File: src/rtl/hvt_pkg.sv
// Shared types, constants and helpers of the header value tokenizer.
package hvt_pkg;

  localparam int unsigned POS_BITS_DEF = 16;
  localparam int unsigned CFG_IDX_W    = 3;
  localparam int unsigned CFG_DATA_W   = 64;
  localparam int unsigned END_POS_W    = 16;
  localparam int unsigned MAX_RES      = 3;
  localparam int unsigned TDATA_OUT_W  = 32;

  localparam logic [CFG_IDX_W-1:0] REG_DELIM_0 = 3'd0;
  localparam logic [CFG_IDX_W-1:0] REG_DELIM_1 = 3'd1;
  localparam logic [CFG_IDX_W-1:0] REG_DELIM_2 = 3'd2;
  localparam logic [CFG_IDX_W-1:0] REG_DELIM_3 = 3'd3;
  localparam logic [CFG_IDX_W-1:0] REG_VALUE   = 3'd4;
  localparam logic [CFG_IDX_W-1:0] REG_QUOTE   = 3'd5;
  localparam logic [CFG_IDX_W-1:0] REG_ESCAPE  = 3'd6;
  localparam logic [CFG_IDX_W-1:0] REG_SPACES  = 3'd7;

  localparam logic       KIND_TEXT = 1'b0;
  localparam logic       KIND_END  = 1'b1;

  localparam logic [1:0] REASON_DELIM     = 2'd0;
  localparam logic [1:0] REASON_END       = 2'd1;
  localparam logic [1:0] REASON_END_QUOTE = 2'd2;

  localparam logic [7:0]  SPACE_CHAR     = 8'h20;
  localparam logic [7:0]  QUOTE_RESET    = 8'd34;
  localparam logic [7:0]  ESCAPE_RESET   = 8'd92;
  localparam logic [31:0] SPACES_RESET   = 32'd168626464;

  typedef struct packed {
    logic [255:0] delim_map;
    logic         value_mode;
    logic [7:0]   quote_char;
    logic [7:0]   escape_char;
    logic [31:0]  space_chars;
  } cfg_t;

  typedef struct packed {
    logic pending_space;
    logic text_emitted;
    logic inside_quote;
    logic escape_pending;
  } tok_state_t;

  typedef struct packed {
    logic                 kind;
    logic [7:0]           ch;
    logic [1:0]           reason;
    logic [END_POS_W-1:0] pos;
    logic                 last;
  } result_t;

  function automatic result_t mk_text(input logic [7:0] ch);
    result_t r;
    r        = '0;
    r.kind   = KIND_TEXT;
    r.ch     = ch;
    return r;
  endfunction

  function automatic result_t mk_end(input logic [1:0] reason,
                                     input logic [END_POS_W-1:0] pos);
    result_t r;
    r        = '0;
    r.kind   = KIND_END;
    r.reason = reason;
    r.pos    = pos;
    return r;
  endfunction

endpackage

File: src/rtl/hvt_cfg.sv
// Configuration register file of the header value tokenizer.
module hvt_cfg (
  input  logic                               clk_i,
  input  logic                               rst_ni,
  input  logic                               cfg_we_i,
  input  logic [hvt_pkg::CFG_IDX_W-1:0]      cfg_idx_i,
  input  logic [hvt_pkg::CFG_DATA_W-1:0]     cfg_data_i,
  output hvt_pkg::cfg_t                      cfg_o
);
  import hvt_pkg::*;

  cfg_t cfg_q, cfg_d;

  always_comb begin
    cfg_d = cfg_q;
    if (cfg_we_i) begin
      unique case (cfg_idx_i)
        REG_DELIM_0: cfg_d.delim_map[63:0]    = cfg_data_i;
        REG_DELIM_1: cfg_d.delim_map[127:64]  = cfg_data_i;
        REG_DELIM_2: cfg_d.delim_map[191:128] = cfg_data_i;
        REG_DELIM_3: cfg_d.delim_map[255:192] = cfg_data_i;
        REG_VALUE:   cfg_d.value_mode         = cfg_data_i[0];
        REG_QUOTE:   cfg_d.quote_char         = cfg_data_i[7:0];
        REG_ESCAPE:  cfg_d.escape_char        = cfg_data_i[7:0];
        REG_SPACES:  cfg_d.space_chars        = cfg_data_i[31:0];
        default:     cfg_d = cfg_q;
      endcase
    end
  end

  always_ff @(posedge clk_i or negedge rst_ni) begin
    if (!rst_ni) begin
      cfg_q.delim_map   <= '0;
      cfg_q.value_mode  <= 1'b1;
      cfg_q.quote_char  <= QUOTE_RESET;
      cfg_q.escape_char <= ESCAPE_RESET;
      cfg_q.space_chars <= SPACES_RESET;
    end else begin
      cfg_q <= cfg_d;
    end
  end

  assign cfg_o = cfg_q;

endmodule

File: src/rtl/hvt_classify.sv
// Per-byte classification: results of one byte and the next token state.
module hvt_classify #(
  parameter int unsigned POS_BITS = hvt_pkg::POS_BITS_DEF
) (
  input  hvt_pkg::cfg_t       cfg_i,
  input  hvt_pkg::tok_state_t st_i,
  input  logic [POS_BITS-1:0] pos_i,
  input  logic [7:0]          ch_i,
  input  logic                last_i,
  output hvt_pkg::result_t    res_o [hvt_pkg::MAX_RES],
  output logic [1:0]          cnt_o,
  output hvt_pkg::tok_state_t st_o,
  output logic [POS_BITS-1:0] pos_o
);
  import hvt_pkg::*;

  localparam logic [POS_BITS-1:0] PosMax = '1;
  localparam logic [31:0]         EndPosMax = 32'((64'd1 << END_POS_W) - 64'd1);

  logic [POS_BITS-1:0]  pos_inc;
  logic [31:0]          pos_wide;
  logic [31:0]          inc_wide;
  logic [END_POS_W-1:0] pos_sat;
  logic [END_POS_W-1:0] inc_sat;
  logic [7:0]           sp0, sp1, sp2, sp3;
  logic                 is_delim, is_space;

  assign sp0      = cfg_i.space_chars[7:0];
  assign sp1      = cfg_i.space_chars[15:8];
  assign sp2      = cfg_i.space_chars[23:16];
  assign sp3      = cfg_i.space_chars[31:24];
  assign is_delim = cfg_i.delim_map[ch_i];
  assign is_space = (ch_i == sp0) || (ch_i == sp1) || (ch_i == sp2) || (ch_i == sp3);

  assign pos_inc  = (pos_i == PosMax) ? pos_i : pos_i + 1'b1;
  assign pos_wide = 32'(pos_i);
  assign inc_wide = 32'(pos_inc);
  assign pos_sat  = (pos_wide > EndPosMax) ? '1 : pos_wide[END_POS_W-1:0];
  assign inc_sat  = (inc_wide > EndPosMax) ? '1 : inc_wide[END_POS_W-1:0];

  always_comb begin
    for (int i = 0; i < MAX_RES; i++) begin
      res_o[i] = '0;
    end
    cnt_o = 2'd0;
    st_o  = st_i;

    if (st_i.inside_quote) begin
      if (st_i.escape_pending) begin
        if ((ch_i != cfg_i.quote_char) && (ch_i != cfg_i.escape_char)) begin
          res_o[cnt_o] = mk_text(cfg_i.escape_char);
          cnt_o        = cnt_o + 2'd1;
        end
        res_o[cnt_o]      = mk_text(ch_i);
        cnt_o             = cnt_o + 2'd1;
        st_o.text_emitted   = 1'b1;
        st_o.escape_pending = 1'b0;
      end else if (ch_i == cfg_i.quote_char) begin
        st_o.inside_quote = 1'b0;
      end else if (ch_i == cfg_i.escape_char) begin
        st_o.escape_pending = 1'b1;
      end else if ((ch_i != sp2) && (ch_i != sp3)) begin
        res_o[cnt_o]      = mk_text(ch_i);
        cnt_o             = cnt_o + 2'd1;
        st_o.text_emitted = 1'b1;
      end
    end else if (is_delim) begin
      res_o[cnt_o] = mk_end(REASON_DELIM, pos_sat);
      cnt_o        = cnt_o + 2'd1;
      st_o         = '0;
    end else if (is_space) begin
      st_o.pending_space = 1'b1;
    end else begin
      if (st_i.pending_space && st_i.text_emitted) begin
        res_o[cnt_o] = mk_text(SPACE_CHAR);
        cnt_o        = cnt_o + 2'd1;
      end
      st_o.pending_space = 1'b0;
      if (cfg_i.value_mode && (ch_i == cfg_i.quote_char)) begin
        st_o.inside_quote = 1'b1;
      end else begin
        res_o[cnt_o]      = mk_text(ch_i);
        cnt_o             = cnt_o + 2'd1;
        st_o.text_emitted = 1'b1;
      end
    end

    if (last_i) begin
      res_o[cnt_o] = mk_end(st_o.inside_quote ? REASON_END_QUOTE : REASON_END, inc_sat);
      cnt_o        = cnt_o + 2'd1;
      st_o         = '0;
      pos_o        = '0;
    end else begin
      pos_o = pos_inc;
    end

    if (cnt_o != 2'd0) begin
      res_o[cnt_o - 2'd1].last = 1'b1;
    end
  end

endmodule

File: src/rtl/header_value_tokenizer.sv
// Top level of the header value tokenizer: input register, sequencer, output register.
//
// Usage:
//   Slave stream s_axis carries one buffer byte per beat in tdata[7:0]; tlast
//   marks the last byte of a buffer. Master stream m_axis carries one result
//   per beat: tuser is 0 for a token text byte and 1 for an end of token;
//   tdata holds the byte, the end reason and the end position; tlast marks
//   the final result caused by one input byte.
//   Configuration is written through cfg_we_i / cfg_idx_i / cfg_data_i while
//   the block is idle; a write takes effect at the next clock edge.
//   A byte is accepted into the input register, and its results then pass to
//   the output register one by one. Throughput: one byte per cycle while no
//   byte causes more than one result and m_axis is not stalled; a byte with
//   k results (k is at most three) holds the input register until the last
//   is loaded. Reset empties both registers, clears the token state and the
//   byte position, and loads the register defaults. When the receiver stalls,
//   the output beat holds, the input register fills and s_axis_tready drops.
module header_value_tokenizer #(
  parameter int unsigned POS_BITS = hvt_pkg::POS_BITS_DEF
) (
  input  logic                               clk_i,
  input  logic                               rst_ni,
  input  logic                               s_axis_tvalid,
  output logic                               s_axis_tready,
  input  logic [7:0]                         s_axis_tdata,  // in_char
  input  logic                               s_axis_tlast,  // in_last
  output logic                               m_axis_tvalid,
  input  logic                               m_axis_tready,
  output logic [hvt_pkg::TDATA_OUT_W-1:0]    m_axis_tdata,  // out_char, end_reason, end_pos
  output logic                               m_axis_tuser,  // out_kind
  output logic                               m_axis_tlast,  // out_last
  input  logic                               cfg_we_i,
  input  logic [hvt_pkg::CFG_IDX_W-1:0]      cfg_idx_i,
  input  logic [hvt_pkg::CFG_DATA_W-1:0]     cfg_data_i
);
  import hvt_pkg::*;

  cfg_t                cfg;
  result_t             res [MAX_RES];
  logic [1:0]          res_cnt;
  tok_state_t          st_q, st_d, st_next;
  logic [POS_BITS-1:0] pos_q, pos_d, pos_next;

  logic                in_valid_q, in_valid_d;
  logic [7:0]          in_char_q;
  logic                in_last_q;
  logic [1:0]          idx_q, idx_d;
  logic                out_valid_q, out_valid_d;
  result_t             out_q;

  logic                s_accept, load_ok, load, consume;

  hvt_cfg u_cfg (
    .clk_i      (clk_i),
    .rst_ni     (rst_ni),
    .cfg_we_i   (cfg_we_i),
    .cfg_idx_i  (cfg_idx_i),
    .cfg_data_i (cfg_data_i),
    .cfg_o      (cfg)
  );

  hvt_classify #(
    .POS_BITS (POS_BITS)
  ) u_classify (
    .cfg_i  (cfg),
    .st_i   (st_q),
    .pos_i  (pos_q),
    .ch_i   (in_char_q),
    .last_i (in_last_q),
    .res_o  (res),
    .cnt_o  (res_cnt),
    .st_o   (st_next),
    .pos_o  (pos_next)
  );

  assign load_ok  = !out_valid_q || m_axis_tready;
  assign load     = in_valid_q && (res_cnt != 2'd0) && load_ok;
  assign consume  = in_valid_q &&
                    ((res_cnt == 2'd0) || (load && (idx_q == res_cnt - 2'd1)));
  assign s_axis_tready = !in_valid_q || consume;
  assign s_accept      = s_axis_tvalid && s_axis_tready;

  always_comb begin
    in_valid_d  = s_accept ? 1'b1 : (consume ? 1'b0 : in_valid_q);
    idx_d       = consume ? 2'd0 : (load ? idx_q + 2'd1 : idx_q);
    out_valid_d = load ? 1'b1 : (m_axis_tready ? 1'b0 : out_valid_q);
    st_d        = consume ? st_next : st_q;
    pos_d       = consume ? pos_next : pos_q;
  end

  always_ff @(posedge clk_i or negedge rst_ni) begin
    if (!rst_ni) begin
      in_valid_q  <= 1'b0;
      idx_q       <= 2'd0;
      out_valid_q <= 1'b0;
      st_q        <= '0;
      pos_q       <= '0;
    end else begin
      in_valid_q  <= in_valid_d;
      idx_q       <= idx_d;
      out_valid_q <= out_valid_d;
      st_q        <= st_d;
      pos_q       <= pos_d;
    end
  end

  always_ff @(posedge clk_i) begin
    if (s_accept) begin
      in_char_q <= s_axis_tdata;
      in_last_q <= s_axis_tlast;
    end
    if (load) begin
      out_q <= res[idx_q];
    end
  end

  assign m_axis_tvalid = out_valid_q;
  assign m_axis_tuser  = out_q.kind;
  assign m_axis_tlast  = out_q.last;
  assign m_axis_tdata  = {6'b0, out_q.pos, out_q.reason, out_q.ch};

endmodule

File: config.mk
export PLATFORM = sky130hd
export DESIGN_NAME = header_value_tokenizer
export DESIGN_NICKNAME = d
export VERILOG_FILES = /design/src/rtl/hvt_pkg.sv /design/src/rtl/hvt_cfg.sv /design/src/rtl/hvt_classify.sv /design/src/rtl/header_value_tokenizer.sv
export SDC_FILE = /design/constraint.sdc
export NUM_CORES = 1
export LEC_CHECK = 0
export BUFFER_PORTS_ARGS = -buffer_cell sky130_fd_sc_hd__buf_2
export CORE_ASPECT_RATIO = 0.9
export CORE_MARGIN = 2
export CORE_UTILIZATION = 45
export CTS_CLUSTER_DIAMETER = 40
export DETAILED_ROUTE_END_ITERATION = 10
export MAX_ROUTING_LAYER = met4
export SLEW_MARGIN = 10
export SYNTH_ARGS = -nofsm -noshare
export SYNTH_HDL_FRONTEND = slang
export SYNTH_SLANG_ARGS = --single-unit
File: constraint.sdc
create_clock -name clk_i -period 18.3 [get_ports clk_i]
set_clock_uncertainty 0.05 [all_clocks]
set_input_delay 2.745 -clock clk_i [delete_from_list [all_inputs] [get_ports clk_i]]
set_output_delay 2.745 -clock clk_i [all_outputs]
set_load 0.1 [all_outputs]
==> metrics.cfg, run 1 <==
[status]
status=complete, no violations

[worst_hold_path]
hp-class=flop to flop

[setup_path]
cp_common_cell=nand2_1
crit_path_end_kind=primary output
worstPathMaxFanout=45
critPathSlowestCell=a2111oi_0
crit_type=flop to primary output
start_kind=flop
crit_chain=buf_4 -> buf_4 -> mux4_2 -> mux2i_1 -> a2111oi_0 -> o32ai_1 -> o21ai_2 -> and2_1 -> ha_1 -> nand2_1 -> o21ai_0 -> ha_1 -> inv_1 -> nand2_1 -> a21oi_4 -> nand2_1 -> a2111oi_2 -> a21oi_1 -> nand4_1 -> buf_2
cp.required_ps=15510
max_stage_delay_ps=1000
crit_arrival_ps=8400

[global_route]
grt_max_degree=133
grt_overflow=0
antenna_found_initial=0
grt_pass1_wl_mm=68.7
grt_usage=0.230
grt_pass1_vias=11400

[clock_network]
clk_path_buf_depth=3
clk_latency_ps=590
clk_pin_slew_ps=60
postCtsHoldBufs=0
cts_setup_buffers=0
cts_max_level=2
root_buffer=clkbuf_16
cts_sinks=366
cts_tree=done
cts_buffers=52
cts_resized=0

[routing]
viasPerCell=5.70
dr_total_vias=11200
first_pass_iters=5
wl_mm=43.9
route.detailed.drc=0
drt-initial-drc-count=752
route.antenna.remaining_nets=0
wl_per_cell_um=22.3

[pwr]
vdd_drop_max_uv=95.5
p_leak_nw=8.53
power_density_nw_per_um2=142

[floorplan]
die_x_um=213
die_h_um=192
start_util=0.458
die_area_sq_um=40800
core_region_area_sq_um=38500
top_level_ports=117
row_count=68

[final_layout]
drive_gt1_frac=0.416
syn_to_final_growth_pct=16.0
n_antenna_cell=0
final_common_cell=dfrtp_1
post-route-util=0.531
num-nets-final=1494
final_cell_mix=dfrtp_1, mux2_2, buf_2

[logic_synthesis]
seq_area_frac_synth=0.531
synth_edf_count=37
async_flop_share=0.899
yosysWarnings=0
synthDistinctLibCells=71
synthFlopType=dfrtp_1
synthesis.area_sq_um=17600
synth_cells=1300
synth.avg_cell_area_sq_um=13.6
ys_seq_elements=366

[flow_run]
drv_cap=0

[timing]
fmaxAchievable_mhz=89.3
whs_ps=447
finalCritPeriodShare=0.612
hold_violations=0
maxSlewHeadroom=0.242
worst_pin_slew_ps=1110
setup_viol=0
drv_slew=0
min_period_ps=11200
final.setup.tns_ps=0
rsz0062_at_grt=false

[placement]
dpl.hpwl_mm=28.4
gp_congestion=0.831
numPortBuffers=110

[Yosys cell counts (4+ instances only)]
| cell | number | area [sq um] |
|---|---|---|
| a21oi_1 | 39 | 195 |
| buf_2 | 12 | 60.1 |
| a22o_1 | 5 | 43.8 |
| nor3_1 | 9 | 45.0 |
| nand3_1 | 20 | 100 |
| mux2i_1 | 45 | 450 |
| buf_6 | 9 | 101 |
| a2111oi_0 | 4 | 35.0 |
| o21a_1 | 4 | 30.0 |
| nand4b_1 | 6 | 52.6 |
| xnor2_1 | 33 | 289 |
| mux2_2 | 309 | 3480 |
| o21ai_0 | 22 | 110 |
| nand4_1 | 14 | 87.6 |
| buf_4 | 12 | 90.1 |
| a22oi_1 | 21 | 158 |
| ha_1 | 9 | 113 |
| buf_1 | 4 | 15.0 |
| dfstp_2 | 15 | 394 |
| edfxtp_1 | 37 | 1110 |
| inv_1 | 25 | 93.8 |
| dfrtp_1 | 314 | 7860 |
| a32o_1 | 4 | 40.0 |
| and2_1 | 8 | 50.1 |
| nor2_1 | 41 | 154 |
| o22ai_1 | 19 | 119 |
| mux4_2 | 42 | 946 |
| a31oi_1 | 11 | 68.8 |
| mux4_1 | 6 | 158 |
| nor4_1 | 7 | 43.8 |
| nor2b_1 | 11 | 68.8 |
| and3_1 | 5 | 31.3 |
| nand2b_1 | 4 | 25.0 |
| nand2_1 | 57 | 214 |
| clkbuf_1 | 45 | 169 |
| xor2_1 | 25 | 219 |
[metrics by stage]
step                      setup WS, ps  total power [mW]  std cells  area, sq um
after detailed placement          7830              1.86       1875        18600
after global routing              6530              3.05       1971        20500
after CTS                         7150              2.93       1971        20500
after floorplan                   8700              1.67       1305        17700
after global placement            8200              1.84       1875        18600
final                             7100              2.91       1971        20500
[layout make-up]
type | count | area [sq um]
clock buffer | 66 | 1460
tap | 525 | 657
multi-input combinational | 829 | 7760
timing repair buffer | 128 | 696
fill | 3297 | 18100
inverter | 27 | 106
sequential | 366 | 9360
clock inverter | 30 | 407
[critical path: cells and delay by family, from the launching register on]
family | cells | cell delay [ps]
DFF | 1 | 340
AOI/OAI and AO/OA | 7 | 3260
buffers and inverters | 4 | 1960
adders and majority gates | 2 | 540
and+or+nand+nor | 5 | 1120
muxes | 2 | 430
[final timing paths]
check / start / to / slack, ps / depth (start not counted)
max: in_char_q[2]$_DFFE_PP_ / s_axis_tready / 7100 / 20
min: u_cfg.cfg_o[177]$_DFFE_PN0P_ / u_cfg.cfg_o[177]$_DFFE_PN0P_ / 450 / 1
max reg2reg: in_char_q[2]$_DFFE_PP_ / in_last_q$_DFFE_PP_ / 9760 / 20
min reg2reg: u_cfg.cfg_o[177]$_DFFE_PN0P_ / u_cfg.cfg_o[177]$_DFFE_PN0P_ / 450 / 1
max in group asynchronous: rst_ni / u_cfg.cfg_o[121]$_DFFE_PN0P_ / 14360 / 2
min in group asynchronous: rst_ni / u_cfg.cfg_o[143]$_DFFE_PN0P_ / 2250 / 1
[report_power, final]
group	leakage, nW	switching (mW)	internal [mW]
logic	3.31	0.432	0.294
clock network	0.907	0.381	0.681
registers	4.32	0.106	1.01
[cell families after synthesis]
logic type / share of synthesized area
fa+ha+maj: 0.00638
compound gates: 0.0623
other cells: 0.000213
mux: 0.285
xor+xnor: 0.0297
simple gates: 0.0536
buf+inv: 0.0316
flops: 0.531
[per-layer routing]
metal	share of wire	up-vias	GRT usage
li1	-	5041	-
met1	0.48	5851	0.333
met2	0.45	265	0.332
met3	0.053	72	0.0437
met4	0.021	0	0.0611
met5	0	-	-
[state kept, by name (all words and copies together), names as in the netlist]
name	flops
in_valid_q	1
u_cfg.cfg_o	305
m_axis_tvalid	1
in_last_q	1
idx_q	2
in_char_q	8
m_axis_tuser	1
st_q	4
m_axis_tdata	26
m_axis_tlast	1
pos_q	16
No activity file was read; power rests on OpenSTA's default activity.
==> run 2: changes to the inputs <==
Clock period 18.3 ns to 11.3 ns, I/O delays scaled along.
==> run 2 against run 1 <==
  * Clock power grew 56%
  * Sequential share of layout area increased by 0.14 points
  * Hold slack better by 0.75 ps
  * Critical endpoint unchanged
==> metrics.cfg, run 2 (synthesis results as in run 1) <==
[pwr]
p_total_mw=4.64
seq_power_share=0.390
p_leak_nw=8.50
power_density_nw_per_um2=227
vdd_drop_max_uv=112
p_clk_frac=0.356
sw_frac_of_total=0.320
p_int_mw=3.15
pwr-share-comb=0.254
p_switching_mw=1.48

[setup_path]
r2r_end=in_char_q[7]$_DFFE_PP_
timing.rr.start=in_char_q[0]$_DFFE_PP_
crit_type=flop to primary output
start_kind=flop
crit_path_end_kind=primary output
cp.required_ps=9560
crit_arrival_ps=7250
critPathSlowestCell=a2111oi_0
cp_common_cell=nand2_1
reg2reg_depth=23
worstPathMaxFanout=31
crit_chain=buf_4 -> mux4_2 -> a22oi_1 -> a31oi_1 -> a2111oi_0 -> a22oi_1 -> a21oi_4 -> nand3_1 -> nand2_1 -> inv_1 -> ha_1 -> nand2_1 -> o21ai_0 -> ha_1 -> inv_1 -> nand2_1 -> a21oi_4 -> buf_4 -> nand2_1 -> a2111oi_2 -> a21oi_1 -> nand4_1 -> buf_2
max_stage_delay_ps=940
rrSetupSlack_ps=3990

[global_route]
grt_pass1_wl_mm=68.4
grt_overflow=0
antenna_found_initial=0
grt_max_degree=103
grt_usage=0.227
grt_pass1_vias=11400

[clock_network]
clk_pin_slew_ps=60
cts_buffers=50
cts_resized=0
clk_path_buf_depth=3
cts_max_level=2
postCtsHoldBufs=0
cts_sinks=366
cts_setup_buffers=0
clk_latency_ps=580
cts_tree=done
root_buffer=clkbuf_16

[routing]
wl_per_cell_um=22.0
drt-initial-drc-count=727
first_pass_iters=5
viasPerCell=5.69
dr_total_vias=11200
wl_mm=43.4
route.detailed.drc=0
route.antenna.remaining_nets=0

[timing]
rsz0062_at_grt=false
setup_ws_ps=2300
maxSlewHeadroom=0.246
fmaxAchievable_mhz=111
hold_violations=0
drv_slew=0
worst_pin_slew_ps=1100
setup_viol=0
whs_ps=448
finalCritPeriodShare=0.796
min_period_ps=9000
final.setup.tns_ps=0

[placement]
pre_cts_slack_ps=2750
gp_congestion=0.822
place_area_sq_um=18600
numPortBuffers=110
dpl.hpwl_mm=28.7
dp.cells=1878

[final_layout]
num-nets-final=1495
n_antenna_cell=0
syn_to_final_growth_pct=15.6
final_common_cell=dfrtp_1
post-route-util=0.529
num-fill-cells=3302
largest_register_ff_count=305
final_area_sq_um=20400
fin_cells=1970
drive_gt1_frac=0.415
final_cell_mix=dfrtp_1, mux2_2, buf_2

[worst_hold_path]
hp-class=flop to flop
min_to=u_cfg.cfg_o[185]$_DFFE_PN0P_
hold_depth=1
hold_start=u_cfg.cfg_o[185]$_DFFE_PN0P_

[floorplan]
top_level_ports=117
row_count=68
core_region_area_sq_um=38500
start_util=0.458
die_h_um=192
die_area_sq_um=40800
die_x_um=213

[status]
status=complete, no violations

[flow_run]
drv_cap=0

-- run 2: changes by cell type in the layout (fill, tap and decap cells not counted), moves of 2 or more --
cell / change
clkinv_4: +4
buf_4: +2
clkinv_1: +2
inv_8: +2
clkinv_2: -2
clkbuf_8: -5
-- run 2: worst max path at each step --
| stage | startpoint | endpoint | slack [ps] | cells after the start |
|---|---|---|---|---|
| final | in_char_q[0]$_DFFE_PP_ | s_axis_tready | 2300 | 23 |
| after global routing | in_char_q[0]$_DFFE_PP_ | s_axis_tready | 1820 | 23 |
| after CTS | in_char_q[0]$_DFFE_PP_ | s_axis_tready | 2130 | 21 |
| after detailed placement | in_char_q[0]$_DFFE_PP_ | s_axis_tready | 2750 | 21 |
| after global placement | in_char_q[0]$_DFFE_PP_ | s_axis_tready | 2870 | 21 |
| after floorplan | in_char_q[2]$_DFFE_PP_ | s_axis_tready | 2750 | 22 |
-- run 2: critical path, delay by kind of cell (launching register included) --
family | cells | cell delay (ps)
muxes | 1 | 570
AOI/OAI and AO/OA | 9 | 2900
buffers and inverters | 5 | 1430
adders and majority gates | 2 | 520
DFF | 1 | 340
and+or+nand+nor | 6 | 900
-- run 2: per-layer routing --
layer / GRT usage / part of all wire
met2: 0.341 / 0.46
met1: 0.321 / 0.48
met3: 0.0322 / 0.040
met4: 0.0724 / 0.025
met5: - / 0
-- run 2: area by class of cell --
type	count	area, sq um	area share
Clock inverter	33	407	0.0199
Multi-Input combinational cell	829	7760	0.381
Sequential cell	366	9360	0.459
Inverter	27	106	0.00522
Timing Repair Buffer	131	731	0.0358
Tap cell	525	657	0.0322
Clock buffer	59	1370	0.0670
-- run 2: power groups by stage --
stage	Sequential [mW]	Combinational (mW)	Clock (mW)
global route	1.85	1.26	1.74
global placement	1.82	1.17	0
CTS	1.81	1.19	1.68
floorplan	1.97	0.733	0
finish	1.81	1.18	1.65
detailed placement	1.83	1.18	0
